### src/sv/atcw_pkg.sv
// atcw_pkg: shared types and constants of the adaptive threshold block
// no dependencies; imported by every module of the block but atcw_ram
`default_nettype none
package atcw_pkg;

  // widths sized for the largest parameter values the block supports
  localparam int COL_W  = 13;  // column, up to 4096
  localparam int ROW_W  = 11;  // row, up to 1024
  localparam int SLOT_W = 6;   // line store row slot, up to 48 rows
  localparam int WIN_W  = 6;   // window side, up to 32
  localparam int CNT_W  = 11;  // window pixel count, up to 1024
  localparam int SUM_W  = 18;  // sum of up to 1024 bytes
  localparam int MAX_HEIGHT = 1024;

  localparam logic [1:0] METH_MEAN     = 2'd0;
  localparam logic [1:0] METH_MEDIAN   = 2'd1;
  localparam logic [1:0] METH_MIDRANGE = 2'd2;

  localparam logic [2:0] REG_METHOD = 3'd0;
  localparam logic [2:0] REG_WINDOW = 3'd1;
  localparam logic [2:0] REG_OFFSET = 3'd2;
  localparam logic [2:0] REG_WIDTH  = 3'd3;
  localparam logic [2:0] REG_HEIGHT = 3'd4;

  typedef struct packed {
    logic [7:0]        pixel;
    logic [COL_W-1:0]  col;
    logic [SLOT_W-1:0] slot;
    logic [WIN_W-1:0]  half;
    logic [WIN_W-1:0]  nx;
    logic [WIN_W-1:0]  ny;
    logic [CNT_W-1:0]  count;
    logic [1:0]        method;
    logic [4:0]        offset;
  } atcw_job_t;

  typedef enum logic [3:0] {
    ST_IDLE, ST_WRITE, ST_PREP, ST_SCAN, ST_DRAIN, ST_PASS, ST_DIV, ST_OUT
  } atcw_state_t;

endpackage
`default_nettype wire

### src/sv/atcw_front.sv
// atcw_front: raster position tracking and window classification per pixel
// depends on atcw_pkg
`default_nettype none
module atcw_front #(
  parameter int MAX_WIDTH  = 1024,
  parameter int MAX_WINDOW = 20,
  parameter int STORE_ROWS = 30
) (
  input  wire logic                clk,
  input  wire logic                rst,
  input  wire logic                in_valid,
  output logic                     in_ready,
  input  wire logic [7:0]          pixel,
  input  wire logic                frame_start,
  input  wire logic [1:0]          method,
  input  wire logic [4:0]          window_size,
  input  wire logic [4:0]          offset,
  input  wire logic [10:0]         image_width,
  input  wire logic [10:0]         image_height,
  output logic                     job_valid,
  input  wire logic                job_ready,
  output atcw_pkg::atcw_job_t      job
);
  import atcw_pkg::*;

  logic [COL_W-1:0]  col, col_use, col_inc, w;
  logic [ROW_W-1:0]  row, row_use, row_inc, h, rowlim;
  logic [SLOT_W-1:0] slot, slot_use, slot_inc;
  logic [WIN_W-1:0]  size, half, nx, ny;
  logic [COL_W-1:0]  xspan;
  logic [ROW_W-1:0]  yspan;
  logic              take;

  assign in_ready  = job_ready;
  assign job_valid = in_valid;
  assign take      = in_valid && job_ready;

  always_comb begin
    if (image_width == 11'd0) w = COL_W'(1);
    else if (COL_W'(image_width) > COL_W'(MAX_WIDTH)) w = COL_W'(MAX_WIDTH);
    else w = COL_W'(image_width);
    if (image_height == 11'd0) h = ROW_W'(1);
    else if (image_height > ROW_W'(MAX_HEIGHT)) h = ROW_W'(MAX_HEIGHT);
    else h = image_height;

    // stale position wraps before use
    col_use = (frame_start || col >= w) ? '0 : col;
    if (frame_start || row >= h) begin
      row_use  = '0;
      slot_use = '0;
    end else begin
      row_use  = row;
      slot_use = slot;
    end

    size = (WIN_W'(window_size) > WIN_W'(MAX_WINDOW)) ? WIN_W'(MAX_WINDOW)
                                                      : WIN_W'(window_size);
    half = size >> 1;
    rowlim = (row_use > ROW_W'(STORE_ROWS - 1)) ? ROW_W'(STORE_ROWS - 1) : row_use;

    xspan = col_use - COL_W'(half) + COL_W'(1);
    if (col_use < COL_W'(half)) nx = '0;
    else if (xspan > COL_W'(size)) nx = size;
    else nx = WIN_W'(xspan);

    yspan = rowlim - ROW_W'(half) + ROW_W'(1);
    if (rowlim < ROW_W'(half)) ny = '0;
    else if (yspan > ROW_W'(size)) ny = size;
    else ny = WIN_W'(yspan);

    job.pixel  = pixel;
    job.col    = col_use;
    job.slot   = slot_use;
    job.half   = half;
    job.nx     = nx;
    job.ny     = ny;
    job.count  = CNT_W'(nx) * CNT_W'(ny);
    job.method = method;
    job.offset = offset;

    col_inc  = col_use + COL_W'(1);
    row_inc  = row_use + ROW_W'(1);
    slot_inc = (slot_use == SLOT_W'(STORE_ROWS - 1)) ? '0 : slot_use + SLOT_W'(1);
  end

  always_ff @(posedge clk) begin
    if (rst) begin
      col  <= '0;
      row  <= '0;
      slot <= '0;
    end else if (take) begin
      if (col_inc >= w) begin
        col <= '0;
        if (row_inc >= h) begin
          row  <= '0;
          slot <= '0;
        end else begin
          row  <= row_inc;
          slot <= slot_inc;
        end
      end else begin
        col  <= col_inc;
        row  <= row_use;
        slot <= slot_use;
      end
    end
  end
endmodule
`default_nettype wire

### config.mk
export PLATFORM = sky130hd
export DESIGN_NAME = atcw_front
export DESIGN_NICKNAME = d
export VERILOG_FILES = /design/src/sv/atcw_pkg.sv /design/src/sv/atcw_front.sv
export SDC_FILE = /design/constraint.sdc
export NUM_CORES = 1
export LEC_CHECK = 0
export BUFFER_PORTS_ARGS = -buffer_cell sky130_fd_sc_hd__buf_2
export CORE_ASPECT_RATIO = 0.8
export CORE_UTILIZATION = 55
export CTS_BUF_LIST = sky130_fd_sc_hd__clkbuf_4 sky130_fd_sc_hd__clkbuf_8 sky130_fd_sc_hd__clkbuf_16
export DETAILED_ROUTE_END_ITERATION = 10
export PLACE_DENSITY_LB_ADDON = 0.15
export SLEW_MARGIN = 20
export SYNTH_ARGS = -nofsm -noshare
export SYNTH_HDL_FRONTEND = slang
export SYNTH_SLANG_ARGS = --single-unit
### constraint.sdc
create_clock -name clk -period 14 [get_ports clk]
set_input_delay 2.1 -clock clk [delete_from_list [all_inputs] [get_ports clk]]
set_output_delay 2.1 -clock clk [all_outputs]
set_load 0.05 [all_outputs]
# Word-level counts from Yosys, hierarchy flattened
# Index checks and enable logic that the tools add are counted.
[classes] add_sub_neg=7 mul=1 magnitude_cmp=12 eq_ne=1 n_mux=19 n_reduce_logical=5
[ops] op="$mux 11" count=7
[ops] op="$mux 6" count=8
[ops] op="$mux 13" count=3
[ops] op="$add 13x1->13 const B" count=2
[ops] op="$ge 13x13->1" count=2
[ops] op="$add 11x1->11 const B" count=2
[ops] op="$ge 11x11->1" count=2
[ops] op="$gt 11x11->1 const B" count=2
[ops] op="$logic_not 11->1" count=2
[ops] op="$gt 13x5->1" count=1
[ops] op="$lt 13x4->1" count=1
[ops] op="$sub 13x4->13" count=1
[ops] op="$gt 11x5->1" count=1
[ops] op="$gt 11x5->1 const B" count=1
[ops] op="$lt 11x4->1" count=1
[ops] op="$mul 6x6->11" count=1
[ops] op="$sub 11x4->11" count=1
[ops] op="$add 6x1->6 const B" count=1
[ops] op="$eq 6x5->1 const B" count=1
[ops] op="$gt 5x5->1 const B" count=1
[ops] op="$mux 5" count=1
[ops] op="$logic_or 1x1->1" count=2
[ops] op="$logic_and 1x1->1" count=1
[word_totals] ff_bits=30 in_bits=47 out_inout_bits=65

# Depth between registers and ports, before layout
[depth] ltp_word=14 depth_mapped=41

# Least setup slack after synthesis
# No wires, ideal clock.
[synth_path] path_type="input -> output" from="in image_width[5]" to="out job[16] (netlist name)" arrival_ns=10.304 setup_slack_ns=1.596 stages=33 n_path_buf=1 path_cell_list="nor4_1 a31oi_1 nor2_1 ha_1 nor3b_1 o21ai_0 a21oi_1 and2_1 clkbuf_1 nand2_1 inv_1 ha_1 ha_1 fa_1 ha_1 a21oi_1 a21oi_1 a211oi_1 o22ai_1 or4b_4 nor4_4 nor3_1 fa_1 inv_1 fa_1 fa_1 inv_1 ha_1 a21o_1 a21oi_1 o21bai_1 a21oi_1 xnor2_1"
[synth_rtl] item="start, declared" line="atcw_front.sv:18" rtl="input wire logic [10:0] image_width,"
[synth_rtl] item="end, declared" line="atcw_front.sv:22" rtl="output atcw_pkg::atcw_job_t job"

==> impl_metrics.csv <==
group,metric,value,unit
place,place_congestion,0.8948,
die,die_area,11720,um^2
place,port_buffers,75,
global_routing,antenna_found_initial,0,
timing,fmax,75.40,MHz
worst_setup_path,critPathLaunchType,"primary input",
die,coreArea,10930,um^2
timing,slew_headroom,42.85,%
worst_setup_path,crit_fanout,17,
clock_network,clock_sinks,30,
logic_synthesis,synth.avg_cell_area,7.912,um^2
status,status,"complete, no violations",
clock_network,cts_resized,0,
timing,fin_crit_sh,94.74,%
finish,final_util,62.44,%
logic_synthesis,ys_types,72,
drt,vias,5981,
drt,routed_via_density,5.928,
logic_synthesis,synth_edf_count,0,
timing,holdWs,0.4785,ns
clock_network,clock_latency,0.28,ns
finish,n_fill_cell,978,
finish,fin_nets,1058,
logic_synthesis,ys_seq_area_share,9.670,%
logic_synthesis,ys_warn_count,0,
clock_network,path_clk_slew,0.05,ns
logic_synthesis,yosysTopAreaCell,"ha_1",
worst_setup_path,crit_top_cell,"ha_1",
worst_setup_path,crit_required,11.90,ns
timing,hold_viol_final,0,
clock_network,cts_buffers,5,
logic_synthesis,synth_cells,785,
global_routing,grt_pass1_wl,26340,um
global_routing,grt_overflow,0,
worst_setup_path,crit_start,"image_height[6]",
global_routing,grt_pass1_vias,5697,
timing,tns,0,ns
drt,remaining_drc_errors,0,
die,ioPinCount,112,
die,initial_core_util,56.81,%
logic_synthesis,ys_dominant_reg_cell,"dfxtp_1",
drt,antenna_left,0,
flow_run,drv_cap,0,
die,fp-row-count,34,
power_and_ir_drop,irDropWorstVdd,0.00005429,V
clock_network,cts_tree,"yes",
drt,wl,15600,um
logic_synthesis,yosys.area.top_type_share,25.99,%
finish,num_antenna_cells,0,
clock_network,htree_levels,2,
clock_network,cts_setup_buffers,0,
place,hpwl,13030,um
drt,first_iter_violations,478,
timing,finClkSkew,0.005196,ns
min_path,holdCritPathClass,"register to register",
global_routing,grt_max_degree,18,
logic_synthesis,syn_area,6211,um^2
worst_setup_path,cp-end-kind,"output port",
logic_synthesis,synth_area_leaders,"ha_1 (26%), dfxtp_1 (9.7%), fa_1 (5.8%)",
worst_setup_path,critical_path.max_stage_delay,0.55,ns
timing,slew_violations,0,
clock_network,clockBufferDepth,2,
power_and_ir_drop,p_leak,3.458,nW
logic_synthesis,synth_seq_cells,30,
die,die_height,97.05,um
worst_setup_path,critical_path_class,"primary input to output port",
die,dieWidth,120.8,um
global_routing,grt_use_total,27.00,%
min_path,hold_start,"col[11]",
drt,wl_per_cell,15.46,um
timing,worst_pin_slew,0.8573,ns
power_and_ir_drop,powerDensity,61.43,nW/um^2
worst_setup_path,slowest_stage,"fa_1",
clock_network,ctsRootBufferMaster,"clkbuf_16",
finish,area.growth.synth_to_final,9.911,%
timing,setup_viol,0,
finish,drive_above_1_share,12.14,%
logic_synthesis,async_flop_share,0,%
timing,rsz0062_at_grt,"no",
worst_setup_path,worstPathArrival,11.16,ns
worst_setup_path,rr_startpoint,"col[6]",
drt,drt_pass1_iterations,5,
clock_network,postCtsHoldBufs,0,
timing,period_minus_slack,13.26,ns
placed cells by master, fill, tap and decap left out, drive strengths merged, types with 7 or more instances in the layout:
cell,instances
nand4,10
ha,129
nand3,23
a21oi,46
xor2,18
dfxtp,30
nor2b,10
inv,70
fa,18
nor4,11
xnor2,18
o21a,7
nor2,48
o211ai,10
a32o,9
buf,77
a21o,11
nand2,72
or3,7
and3,18
a211oi,8
conb,37
o21ai,32
and2,13
nor3,25
a31oi,8
logic make-up (layout without fill, tap and decap cells):
logic type / after synthesis / in the layout / share of synthesized area, %
other cells: 2 / 37 / 0.1209
flops: 30 / 30 / 9.670
xor+xnor: 36 / 36 / 5.379
mux: 4 / 4 / 0.6648
buf+inv: 112 / 157 / 8.179
simple gates: 263 / 263 / 22.54
compound gates: 191 / 191 / 21.66
fa+ha+maj: 147 / 147 / 31.79
worst max-delay path: cells and delay by family:
family / cells / cell delay [ns]
fa+ha+maj: 10 / 3.42
simple gates: 8 / 2.14
buf+inv: 6 / 0.51
xor+xnor: 1 / 0.15
compound gates: 14 / 2.80
registers in the layout, indices dropped and copies added (netlist names):
register / count
col: 13
row: 11
slot: 6
through the flow:
step / power (mW) / area, um^2 / setup WS (ns) / instances
2_1_floorplan: 0.2776 / 6342 / 1.596 / 820
3_3_place_gp: 0.3034 / 6675 / 1.265 / 1001
3_5_place_dp: 0.3084 / 6675 / 0.8639 / 1001
4_1_cts: 0.4186 / 6827 / 0.8488 / 1009
5_1_grt: 0.4460 / 6827 / 0.2029 / 1009
6_report: 0.4194 / 6827 / 0.7366 / 1009
synthesized netlist by cell type, drive strengths merged (3+ instances only):
library cell,instances
nor3b,4
a22o,6
nand2,72
or4,5
a22oi,4
o2111a,3
a32o,9
a31o,3
a31oi,8
buf,24
a21o,11
fa,18
nor2,48
nand2b,6
xnor2,18
nand4,10
a211oi,8
nor2b,10
ha,129
nor3,25
and4,3
o21a,7
or3,7
a211o,4
o21ai,32
o22ai,6
and3,18
nor4,11
o31ai,6
inv,70
dfxtp,30
clkbuf,16
o211ai,10
o2111ai,6
and2,13
mux2i,3
xor2,18
o21bai,6
nand3,23
a21oi,46
area by class of cell:
type / count / area [um^2] / share of cell area, %
Inverter: 72 / 270.3 / 3.959
Timing Repair Buffer: 77 / 390.4 / 5.718
Tap cell: 144 / 180.2 / 2.639
Clock inverter: 2 / 12.51 / 0.1833
Clock buffer: 6 / 138.9 / 2.034
Multi-Input combinational cell: 678 / 5234 / 76.67
Sequential cell: 30 / 600.6 / 8.798
metal layers:
| layer | routed length [um] | part of all wire, % | GRT usage [%] | up-vias |
|---|---|---|---|---|
| li1 | - | - | - | 2955 |
| met2 | 6669 | 43 | 42.48 | 208 |
| met1 | 7762 | 50 | 39.17 | 2783 |
| met3 | 929 | 6.0 | 3.302 | 35 |
| met5 | 0 | 0 | 0 | - |
| met4 | 239 | 1.5 | 5.793 | 0 |
path summary, 6_finish.rpt:
check	to	cells past startpoint	slack, ns
min reg2reg	col[11]	1	0.48
min	col[11]	1	0.48
max	job[17]	39	0.74
max reg2reg	slot[2]	19	8.57
power breakdown:
part           leakage (nW)  total (mW)  internal (mW)  switching, mW
clock network        0.0729       0.110         0.0702         0.0395
logic                  3.14       0.222         0.0693          0.153
registers             0.242      0.0873         0.0863       0.000982
total                  3.46       0.419          0.226          0.194
Note: power is estimated with default switching activity, not from simulation.
