$ cat config.mk
export PLATFORM = sky130hd
export DESIGN_NAME = atcw_queue
export DESIGN_NICKNAME = d
export VERILOG_FILES = /design/src/sv/atcw_pkg.sv /design/src/sv/atcw_queue.sv
export SDC_FILE = /design/constraint.sdc
export NUM_CORES = 1
export LEC_CHECK = 0
export ABC_AREA = 1
export BUFFER_PORTS_ARGS = -buffer_cell sky130_fd_sc_hd__buf_2
export CELL_PAD_IN_SITES_DETAIL_PLACEMENT = 0
export CELL_PAD_IN_SITES_GLOBAL_PLACEMENT = 1
export CORE_MARGIN = 2
export CORE_UTILIZATION = 46
export CTS_BUF_LIST = sky130_fd_sc_hd__clkbuf_4 sky130_fd_sc_hd__clkbuf_8
export CTS_CLUSTER_DIAMETER = 60
export DETAILED_ROUTE_END_ITERATION = 8
export PLACE_DENSITY_LB_ADDON = 0.1
export SETUP_SLACK_MARGIN = 0.3
export SYNTH_ARGS = -nofsm -noshare
export SYNTH_HDL_FRONTEND = slang
export SYNTH_SLANG_ARGS = --single-unit
$ cat constraint.sdc
create_clock -name clk -period 4.9 [get_ports clk]
set_clock_uncertainty 0.05 [all_clocks]
set_input_delay 0.98 -clock clk [delete_from_list [all_inputs] [get_ports clk]]
set_output_delay 0.98 -clock clk [all_outputs]
set_load 0.01 [all_outputs]
$ cat src/sv/atcw_pkg.sv
// atcw_pkg: shared types and constants of the adaptive threshold block
// no dependencies; imported by every module of the block but atcw_ram
`default_nettype none
package atcw_pkg;

  // widths sized for the largest parameter values the block supports
  localparam int COL_W  = 13;  // column, up to 4096
  localparam int ROW_W  = 11;  // row, up to 1024
  localparam int SLOT_W = 6;   // line store row slot, up to 48 rows
  localparam int WIN_W  = 6;   // window side, up to 32
  localparam int CNT_W  = 11;  // window pixel count, up to 1024
  localparam int SUM_W  = 18;  // sum of up to 1024 bytes
  localparam int MAX_HEIGHT = 1024;

  localparam logic [1:0] METH_MEAN     = 2'd0;
  localparam logic [1:0] METH_MEDIAN   = 2'd1;
  localparam logic [1:0] METH_MIDRANGE = 2'd2;

  localparam logic [2:0] REG_METHOD = 3'd0;
  localparam logic [2:0] REG_WINDOW = 3'd1;
  localparam logic [2:0] REG_OFFSET = 3'd2;
  localparam logic [2:0] REG_WIDTH  = 3'd3;
  localparam logic [2:0] REG_HEIGHT = 3'd4;

  typedef struct packed {
    logic [7:0]        pixel;
    logic [COL_W-1:0]  col;
    logic [SLOT_W-1:0] slot;
    logic [WIN_W-1:0]  half;
    logic [WIN_W-1:0]  nx;
    logic [WIN_W-1:0]  ny;
    logic [CNT_W-1:0]  count;
    logic [1:0]        method;
    logic [4:0]        offset;
  } atcw_job_t;

  typedef enum logic [3:0] {
    ST_IDLE, ST_WRITE, ST_PREP, ST_SCAN, ST_DRAIN, ST_PASS, ST_DIV, ST_OUT
  } atcw_state_t;

endpackage
`default_nettype wire

$ cat src/sv/atcw_queue.sv
// atcw_queue: two-entry job queue between front and back
// depends on atcw_pkg
`default_nettype none
module atcw_queue (
  input  wire logic            clk,
  input  wire logic            rst,
  input  wire logic            in_valid,
  output logic                 in_ready,
  input  atcw_pkg::atcw_job_t  in_job,
  output logic                 out_valid,
  input  wire logic            out_ready,
  output atcw_pkg::atcw_job_t  out_job
);
  import atcw_pkg::*;

  atcw_job_t   mem [2];
  logic        wptr, rptr;
  logic [1:0]  cnt;
  logic        push, pop;

  assign in_ready  = (cnt != 2'd2);
  assign out_valid = (cnt != 2'd0);
  assign out_job   = mem[rptr];
  assign push      = in_valid && in_ready;
  assign pop       = out_valid && out_ready;

  always_ff @(posedge clk) begin
    if (push) begin
      mem[wptr] <= in_job;
    end
  end

  always_ff @(posedge clk) begin
    if (rst) begin
      wptr <= 1'b0;
      rptr <= 1'b0;
      cnt  <= 2'd0;
    end else begin
      if (push) wptr <= ~wptr;
      if (pop) rptr <= ~rptr;
      if (push && !pop) cnt <= cnt + 2'd1;
      else if (pop && !push) cnt <= cnt - 2'd1;
    end
  end
endmodule
`default_nettype wire

# ---- After elaboration in Yosys (flattened, before gate mapping)
# Memories as Yosys holds them, arrays and structs flattened. A register that Yosys moved wholly into a read port is not among the register bits.
# Index checks and enable logic that the tools add are counted.
dict set report word_totals {
  reg_bits 4
  ramBits 126
  inputBits 67
  out_inout_bits 65
  word_cells 23
  memories 1
}
dict set report op_classes {
  n_addsub 2
  n_eq_ne 1
  n_mux 6
  bitwise 2
  n_reduce_logical 8
}
# name depth width read_ports rd_ports_with_merged_regs wr line_no
set memory_table {}
lappend memory_table {mem 2 63 1 1 1 atcw_queue.sv:16} ;# atcw_job_t mem [2];
# operator n
set op_table {}
lappend op_table {{1-bit logical AND} 4}
lappend op_table {{1-bit 2-to-1 mux} 4}
lappend op_table {{2-bit 2-to-1 mux} 2}
lappend op_table {{2-bit nonzero test} 2}
lappend op_table {{2-bit by 1-bit adder with 2-bit output (second input constant)} 1}
lappend op_table {{1-bit logical NOT} 2}
lappend op_table {{2-bit != test (second input constant)} 1}
lappend op_table {{1-bit inverter} 2}
lappend op_table {{2-bit by 1-bit subtractor with 2-bit output (second input constant)} 1}

# ---- Depth between registers and ports, before layout
# Gate-level depths: netlist (run 1).
dict set report depth {
  word_depth 6
  ltp_mapped 11
  depth_no_buf 11
}

# ---- Worst setup path before layout (run 1)
# No wires, ideal clock.
dict set report synth_path {
  path_type {input -> register}
  startpoint {in in_valid}
  endpoint {mem mem[0][0] in the netlist's numbering, enable pin}
  setup_ns 0.484
  t_arrival_ns 3.706
  t_required_ns 4.366
  slack_ns 0.659
  stages 2
  path_buffers 0
  path_cell_list {nand2_1 nor2_1}
}
dict set report synth_between {
  elab_chain_len 3
}
# element line_no
set synth_lines {}
lappend synth_lines {{from (decl)} atcw_queue.sv:7} ;# input wire logic in_valid,
lappend synth_lines {{1-bit logical AND} atcw_queue.sv:24} ;# assign push = in_valid && in_ready;
lappend synth_lines {{1-bit 2-to-1 mux} atcw_queue.sv:28} ;# if (push) begin
lappend synth_lines {{1-bit 2-to-1 mux (implied by the code)} atcw_queue.sv:29} ;# mem[wptr] <= in_job;
lappend synth_lines {{to (decl)} atcw_queue.sv:16}
# No other way between the ends.

==> results of run 1 <==
## worst max-delay path, cell delays in order, from the launching register on
cell and delay [ps]:
dfxtp_4 960, buf_4 420, mux2_4 330, buf_2 150
## path summary, 6_finish.rpt
kind / startpoint / to / cells after the start
min reg2reg: rptr$_SDFFE_PP0P_ / rptr$_SDFFE_PP0P_ / 2
max reg2reg: cnt[0]$_SDFFE_PP0P_ / mem[1][36]$_DFFE_PP_ / 5
min: rptr$_SDFFE_PP0P_ / rptr$_SDFFE_PP0P_ / 2
max: flop / out_job[58] / 3
## sequential cells by signal, summed over array words and instances (netlist names), named ones only
register and flops:
wptr 1, mem 126, rptr 1, cnt 2
## final cells by class
cell class	instances	area [sq um]
tap	140	175.2
clock inverter	14	162.7
inverter	8	30.03
multi-input combinational	87	1059
timing repair buffer	136	693.2
sequential	131	3887
clock buffer	18	241.5
fill	852	4542
antenna	1	2.502
## per-stage QoR
stage | cell area [sq um] | utilization [%] | setup WS, ps
final | 6251 | 57.92 | 1546
after global routing | 6248 | 57.89 | 1412
after CTS | 6248 | 57.89 | 1491
after detailed placement | 5844 | 54.15 | 1959
after global placement | 5844 | 54.15 | 1982
after floorplan | 5089 | - | 659.5
## power groups by stage
| stage | sequential, W | combinational (W) | clock, W |
|---|---|---|---|
| 5_1_grt | 0.00154 | 0.000794 | 0.000973 |
| 3_5_place_dp | 0.00155 | 0.000740 | 0 |
| 2_1_floorplan | 0.00148 | 0.000592 | 0 |
| 3_3_place_gp | 0.00154 | 0.000737 | 0 |
| 6_report | 0.00152 | 0.000732 | 0.000904 |
| 4_1_cts | 0.00152 | 0.000747 | 0.000929 |
## cell families after synthesis
logic type               share of synthesized area [%]
AO/OA/AOI/OAI                                   0.3934
multiplexers                                     18.37
flip-flops                                       76.32
adder cells (fa/ha/maj)                         0.2458
buffers and inverters                            3.172
AND/OR/NAND/NOR                                  1.500
## placed cells by master (no fill, tap or decap)
cell type and count:
nor2_1 5, clkinv_4 2, clkinv_1 3, o21ai_0 2, dfxtp_1 4, inv_6 1
mux2_4 60, nand2_1 9, mux2_2 3, a21oi_1 2, buf_4 5, nand3_1 2
buf_2 131, clkinvlp_4 4, bufinv_16 3, nand4_1 1, nor2_4 2, dfxtp_4 1
edfxtp_1 126, diode_2 1, inv_1 8, clkinv_2 1, clkbuf_8 17, ha_1 1
clkbuf_4 1
## per-layer routing
metal,routed length (um),GRT usage (%),vias up
met1,3430,17.35,1210
met3,714,6.515,8
met5,13,0,-
met2,4232,23.74,87
li1,-,-,1199
met4,59,6.239,2
==> run summary, run 1 <==
The layout cell share with drive strength beyond 1 came out at 58.63%. The power dissipated by switching net loads came out at 0.0008411 W. The starting density of the core is 47.15%. The count of pins on the block boundary came out at 132.

Power spread over the standard cell area amounts to 504.7 nW/um^2. The via total after detailed routing came out at 2506. The final sum of negative setup slack is 0 ps. Once detail routing completed, the nets flagged for antenna violations numbered 0. The standard-cell row count is 38. The first-pass GRT wire length is 12.59 mm.

The worst supply voltage drop on vdd came out at 0.3935 mV. The clock period minus worst slack is 3354 ps. The die height came out at 109.2 um. The worst-margin pin slew is 1022 ps. The final weighted congestion of routability-driven global placement came out at 0.7114. The tightest min-delay check is of the reg -> reg type. Sequential cells were found to cover 76.32% of the synthesized design area. The number of resized instances in the post-cts repair step came out at 0. The leakage power of the design is 2.485 nW. The tree is rooted in a clkbuf_8. Timing would allow up to 298.2 MHz. The internal portion of total power came out at 0.002314 W. The synthesized instance count came out at 233.

Buffers placed on the I/O ports in this run total 131. The clock latency on the worst-skew pair came out at 410 ps. The area inside the core boundary came out at 10790 sq um. The net count after synthesis came out at 301.

After synthesis, the most frequently instantiated cells are edfxtp_1, mux2_4, nand2_1, inv_1, nor2_1. The mean instance size in the synthesized netlist came out at 21.84 sq um. The final-layout worst hold slack is 467.7 ps. The count of endpoints failing hold in the final timing report is 0. The part of the total power dissipated in combinational logic is 23.2%. After detailed placement, the design holds a cell count of 502. The number of sinks on the clock net came out at 131.

Setup repair after global routing left no endpoint under its margin. The post-layout instance count excluding filler cells came out at 535. The area growth from synthesis to layout is 22.84%. Among all flip-flop cells after synthesis, the most frequent one is edfxtp_1.

The count of pins over their slew limit is 0. At the end of the flow, the number of nets in the layout was 449. The maximum number of pins on one net before global-route repair is 50. The mapped netlist covers 5089 sq um. In this run the tightest slew margin relative to its limit is 31.71%. The flow ran to the end, and the final reports show no timing, DRC or antenna violations. The post-detailed-routing wire length came out at 8.451 mm.

The number of synthesized flops with an enable pin came out at 126. The floorplan die width came out at 109.2 um. The maximum root-to-sink buffer count is 2. The share of flip-flops with an asynchronous set or reset after synthesis came out at 0%. The slack of the worst reg-to-reg path came out at 2640 ps.

The number of global-route vias before repair came to 2484. The distinct cell type count after synthesis is 14. After detailed routing, the number of remaining DRC violations is 0. The initial antenna violation count is 1. The total power after layout came out at 0.003155 W. The register bit total from synthesis is 131.

The reported max-cap violation count is 0. The number of CTS-inserted buffers came out at 17. Data arrives at the worst endpoint at 2320 ps.

The critical path is of the reg -> out type. The number of setup violations in the final report came out at 0. The global-route total usage across every layer is 14.78%. STA classifies the critical path startpoint as a flop. For this run, the detailed router's first-pass iteration total came to 4. The number of levels in the clock H-tree came out at 4. The placed wire-length estimate after detailed placement came out at 5.554 mm. The number of DRC markers after the initial detailed-route iteration came out at 97.

Dividing the detail-routed via count by the number of cells gives 4.684. edfxtp_1 is the most common cell in the netlist. In this run, flip-flops and latches consume 48.1% of the power. The number of warning messages in the yosys log came out at 0. TritonCTS built the clock tree.

The data required time at the worst endpoint is 3870 ps. Of the post-synthesis cell area, the dominant cell type holds 74.35%. The routed wire length per instance came out at 15.80 um. The number of hold buffers added after CTS came out at 0. The proportion of power drawn by the clock network is 28.6%. The switching share of total power is 26.66%. The fraction of the cycle the final worst path needs came out at 68.45%. The largest total area in the synthesized netlist belongs to edfxtp_1. The final global-route overflow total is 0. After clock tree synthesis, the clock-pin slew on the worst setup and hold paths is 70 ps. The die area is 11920 sq um. The number of setup buffers added after CTS is 0. The largest fanout of any net on the critical path is 49. STA classifies the critical path endpoint as an output port. Yosys attributes the largest share of cell area to edfxtp_1, mux2_4, buf_12.
Power figures use the tool's default switching activity.
==> inputs of run 2 (changes only) <==
--- a/config.mk
+++ b/config.mk
@@ -10,7 +10,7 @@
 export CELL_PAD_IN_SITES_DETAIL_PLACEMENT = 0
 export CELL_PAD_IN_SITES_GLOBAL_PLACEMENT = 1
 export CORE_MARGIN = 2
-export CORE_UTILIZATION = 46
+export CORE_UTILIZATION = 42
 export CTS_BUF_LIST = sky130_fd_sc_hd__clkbuf_4 sky130_fd_sc_hd__clkbuf_8
 export CTS_CLUSTER_DIAMETER = 60
 export DETAILED_ROUTE_END_ITERATION = 8
==> constraint.sdc (replaced) <==
create_clock -name clk -period 3.05 [get_ports clk]
set_clock_uncertainty 0.05 [all_clocks]
set_input_delay 0.61 -clock clk [delete_from_list [all_inputs] [get_ports clk]]
set_output_delay 0.61 -clock clk [all_outputs]
set_load 0.01 [all_outputs]
==> run summary, run 2 (synthesis gave the netlist of run 1 again) <==
The largest fanout of any net on the critical path is 23 (-53%). The number of resized instances in the post-cts repair step is 0 (unchanged). The layout cell share with drive strength beyond 1 is 58.48% (-0.15 points).

The maximum root-to-sink buffer count came out at 2 (unchanged). The number of setup violations in the final report is 0 (unchanged). The clock period minus worst slack came out at 2539 ps.

The number of sinks on the clock net is 131 (unchanged). The internal portion of total power came to 0.003658 W (+58%). The final critical-path setup slack came out at 510.9 ps (-1035 ps).

The area growth from synthesis to layout is 22.92% (about the same). The number of remaining DRC errors was 0 (unchanged). The register with the most flip-flops in the final layout is mem. In this run the clock root is driven by a clkbuf_8. The slack of the worst reg-to-reg path came out at 1290 ps (-1350 ps). The count of pins on the block boundary came out at 132 (unchanged). The number of nets with antenna violations after detailed routing is 0 (unchanged). The run finished with clean final reports. The critical path arrival is 1880 ps (-440 ps). Setup repair after global routing left no endpoint under its margin. The number of CTS-inserted buffers is 17 (unchanged). The placed wire-length estimate after detailed placement came out at 5.715 mm (+2.9%).

The first-pass GRT wire length is 13.10 mm (+4.0%). The number of detailed-route iterations in the first pass is 4 (unchanged). The largest individual stage delay along the critical path comes from the cell dfxtp_4. The number of diodes came out at 0 (-1).

TritonCTS built the clock tree. The switching share of total power was 26.29% (-0.37 points). The proportion of power drawn by the clock network came out at 26.7% (-1.9 points). The reported max-cap violation count is 0 (unchanged). The flip-flop count of the largest register after layout was 126 (unchanged).

The part of the total power dissipated in combinational logic came to 25.2% (+2.0 points). The worst-case reg-to-reg path depth came to 5 (unchanged). The clock-pin slew on the worst setup and hold paths came out at 70 ps (about the same).

The post-route core utilization came out at 52.51% (-5.4 points). The capture instance of the worst register-to-register path is mem[1][40]$_DFFE_PP_. The final weighted congestion of routability-driven global placement came to 0.7229 (+1.6%). The post-detailed-routing wire length is 8.601 mm (+1.8%). The number of DRC markers after the initial detailed-route iteration came out at 97 (unchanged). The via total after detailed routing is 2548 (+1.7%). The peak per-stage delay on the critical path was 640 ps (-320 ps). The hold-critical path depth came to 1 (-1). The worst supply voltage drop on vdd came out at 0.3314 mV (-16%). The routed wire length per instance is 15.87 um (+0.46%). The number of buffer cells added on primary ports was 131 (unchanged). Timing would allow up to 393.8 MHz. The number of levels in the clock H-tree came out at 4 (unchanged). The area inside the core boundary is 11910 sq um (+10%).

The die height came out at 114.1 um (+4.5%). The die area came to 13010 sq um (+9.2%). The global-route total usage across every layer is 14.07% (-0.71 points). Leaving out fill and tap cells, the most frequent cells in the layout are buf_2, edfxtp_1, mux2_4. The signal on the critical path passes through buf_4 > mux2_2 > buf_2. The path with the worst hold slack has its endpoint at mem[1][37]$_DFFE_PP_. The worst setup path is launched from a flop. The critical path is of the reg -> out type.

The data required time at the worst endpoint is 2390 ps (-1480 ps). The worst setup path is captured at an output port. The floorplan die width is 114.1 um (+4.5%).

The initial antenna violation count was 2 (+1). The count of pins over their slew limit is 0 (unchanged). The relative slew slack is 64.92% (+33 points). The number of hold buffers added after CTS is 0 (unchanged). The sequential group share of total power came out at 48.0% (about the same).

The clock latency on the worst-skew pair came out at 430 ps (+20 ps). The power density over the cells came out at 793.6 nW/um^2 (+57%). The count of endpoints failing hold in the final timing report is 0 (unchanged).

The kind of cell with the highest combined delay along the critical path is flip-flops. The starting density of the core came out at 42.72% (-4.4 points). The worst-margin pin slew came out at 526.2 ps (-495.7 ps). The layout net count came out at 452 (+0.67%).

The maximum number of pins on one net before global-route repair came out at 39 (-22%). The power dissipated by switching net loads came to 0.001305 W (+55%). The number of buffers and inverters on the critical path is 2 (unchanged). In this run the most critical hold path is launched from in_job[37].

The number of setup buffers added after CTS is 0 (unchanged). The final sum of negative setup slack came out at 0 ps (unchanged). The worst path uses 83.25% of the clock period. Leaving out fill and tap cells, the most frequent cell in the layout is buf_2.

The startpoint of the worst-slack reg-to-reg timing path is cnt[0]$_SDFFE_PP0P_. The final global-route overflow total came out at 0 (unchanged). The worst-case setup slack after placement came out at 917.3 ps (-1042 ps). The leakage power of the design was 2.503 nW (+0.72%). The count of fill cells added during filler insertion came out at 995 (+17%). The largest registers in the layout are mem x126, cnt x2.

The classification of the worst-slack hold path is in -> reg. The average vias per placed instance came to 4.701 (+0.36%). The standard-cell row count came out at 40 (+5.3%).

The number of global-route vias before repair came out at 2602 (+4.8%).
run 2: cell count changes in the layout (fill, tap and decap cells not counted), sizes merged:
cell	change
clkinvlp	-4
buf	+3
clkbuf	+3
bufinv	-1
clkinv	+1
diode	-1
inv	-1
run 2: per-layer routing:
metal	up-vias	share of wire, %	global-route usage [%]
li1	1202	-	-
met1	1230	41	15.68
met2	97	48	22.06
met3	17	9.4	7.147
met4	2	2.2	7.561
met5	-	0.15	0
run 2: worst max-delay path by stage:
stage               startpoint             endpoint  slack [ps]  cells past startpoint
finish                    flop          out_job[56]         510                      3
floorplan             in_valid  mem[0][0]$_DFFE_PP_         220                      2
global placement          flop          out_job[56]         940                      3
CTS                       flop          out_job[56]         430                      3
detailed placement        flop          out_job[56]         920                      3
global route              flop          out_job[56]         390                      3
run 2: layout make-up:
cell class	count	area (sq um)	area share, %
sequential	131	3887	62.15
multi-input combinational	87	1059	16.92
timing repair buffer	139	740.7	11.84
clock buffer	21	264.0	4.221
tap	147	183.9	2.941
clock inverter	9	90.09	1.440
inverter	8	30.03	0.4801
run 2: worst reg2reg max path: stages (launching register included):
cell,delay [ps]
dfxtp_1,330
inv_1,80
nand2_1,80
nand2_1,170
nor2_4,430
buf_4,320
run 2: metrics by stage:
step / total power, W / area (sq um) / cells / hold WS (ps)
floorplan: 0.003325 / 5094 / 233 / 414.5
global placement: 0.003686 / 5901 / 512 / 432.7
detailed placement: 0.003704 / 5901 / 512 / 456.5
CTS: 0.005037 / 6255 / 542 / 274.6
global route: 0.005223 / 6255 / 542 / 281.9
finish: 0.004963 / 6255 / 542 / 314.4
run 2: power by group through the flow:
stage	Clock (W)	Sequential, W	Combinational, W
6_report	0.00133	0.00238	0.00125
5_1_grt	0.00145	0.00241	0.00137
4_1_cts	0.00137	0.00239	0.00128
3_5_place_dp	0	0.00243	0.00127
3_3_place_gp	0	0.00242	0.00127
2_1_floorplan	0	0.00237	0.000954
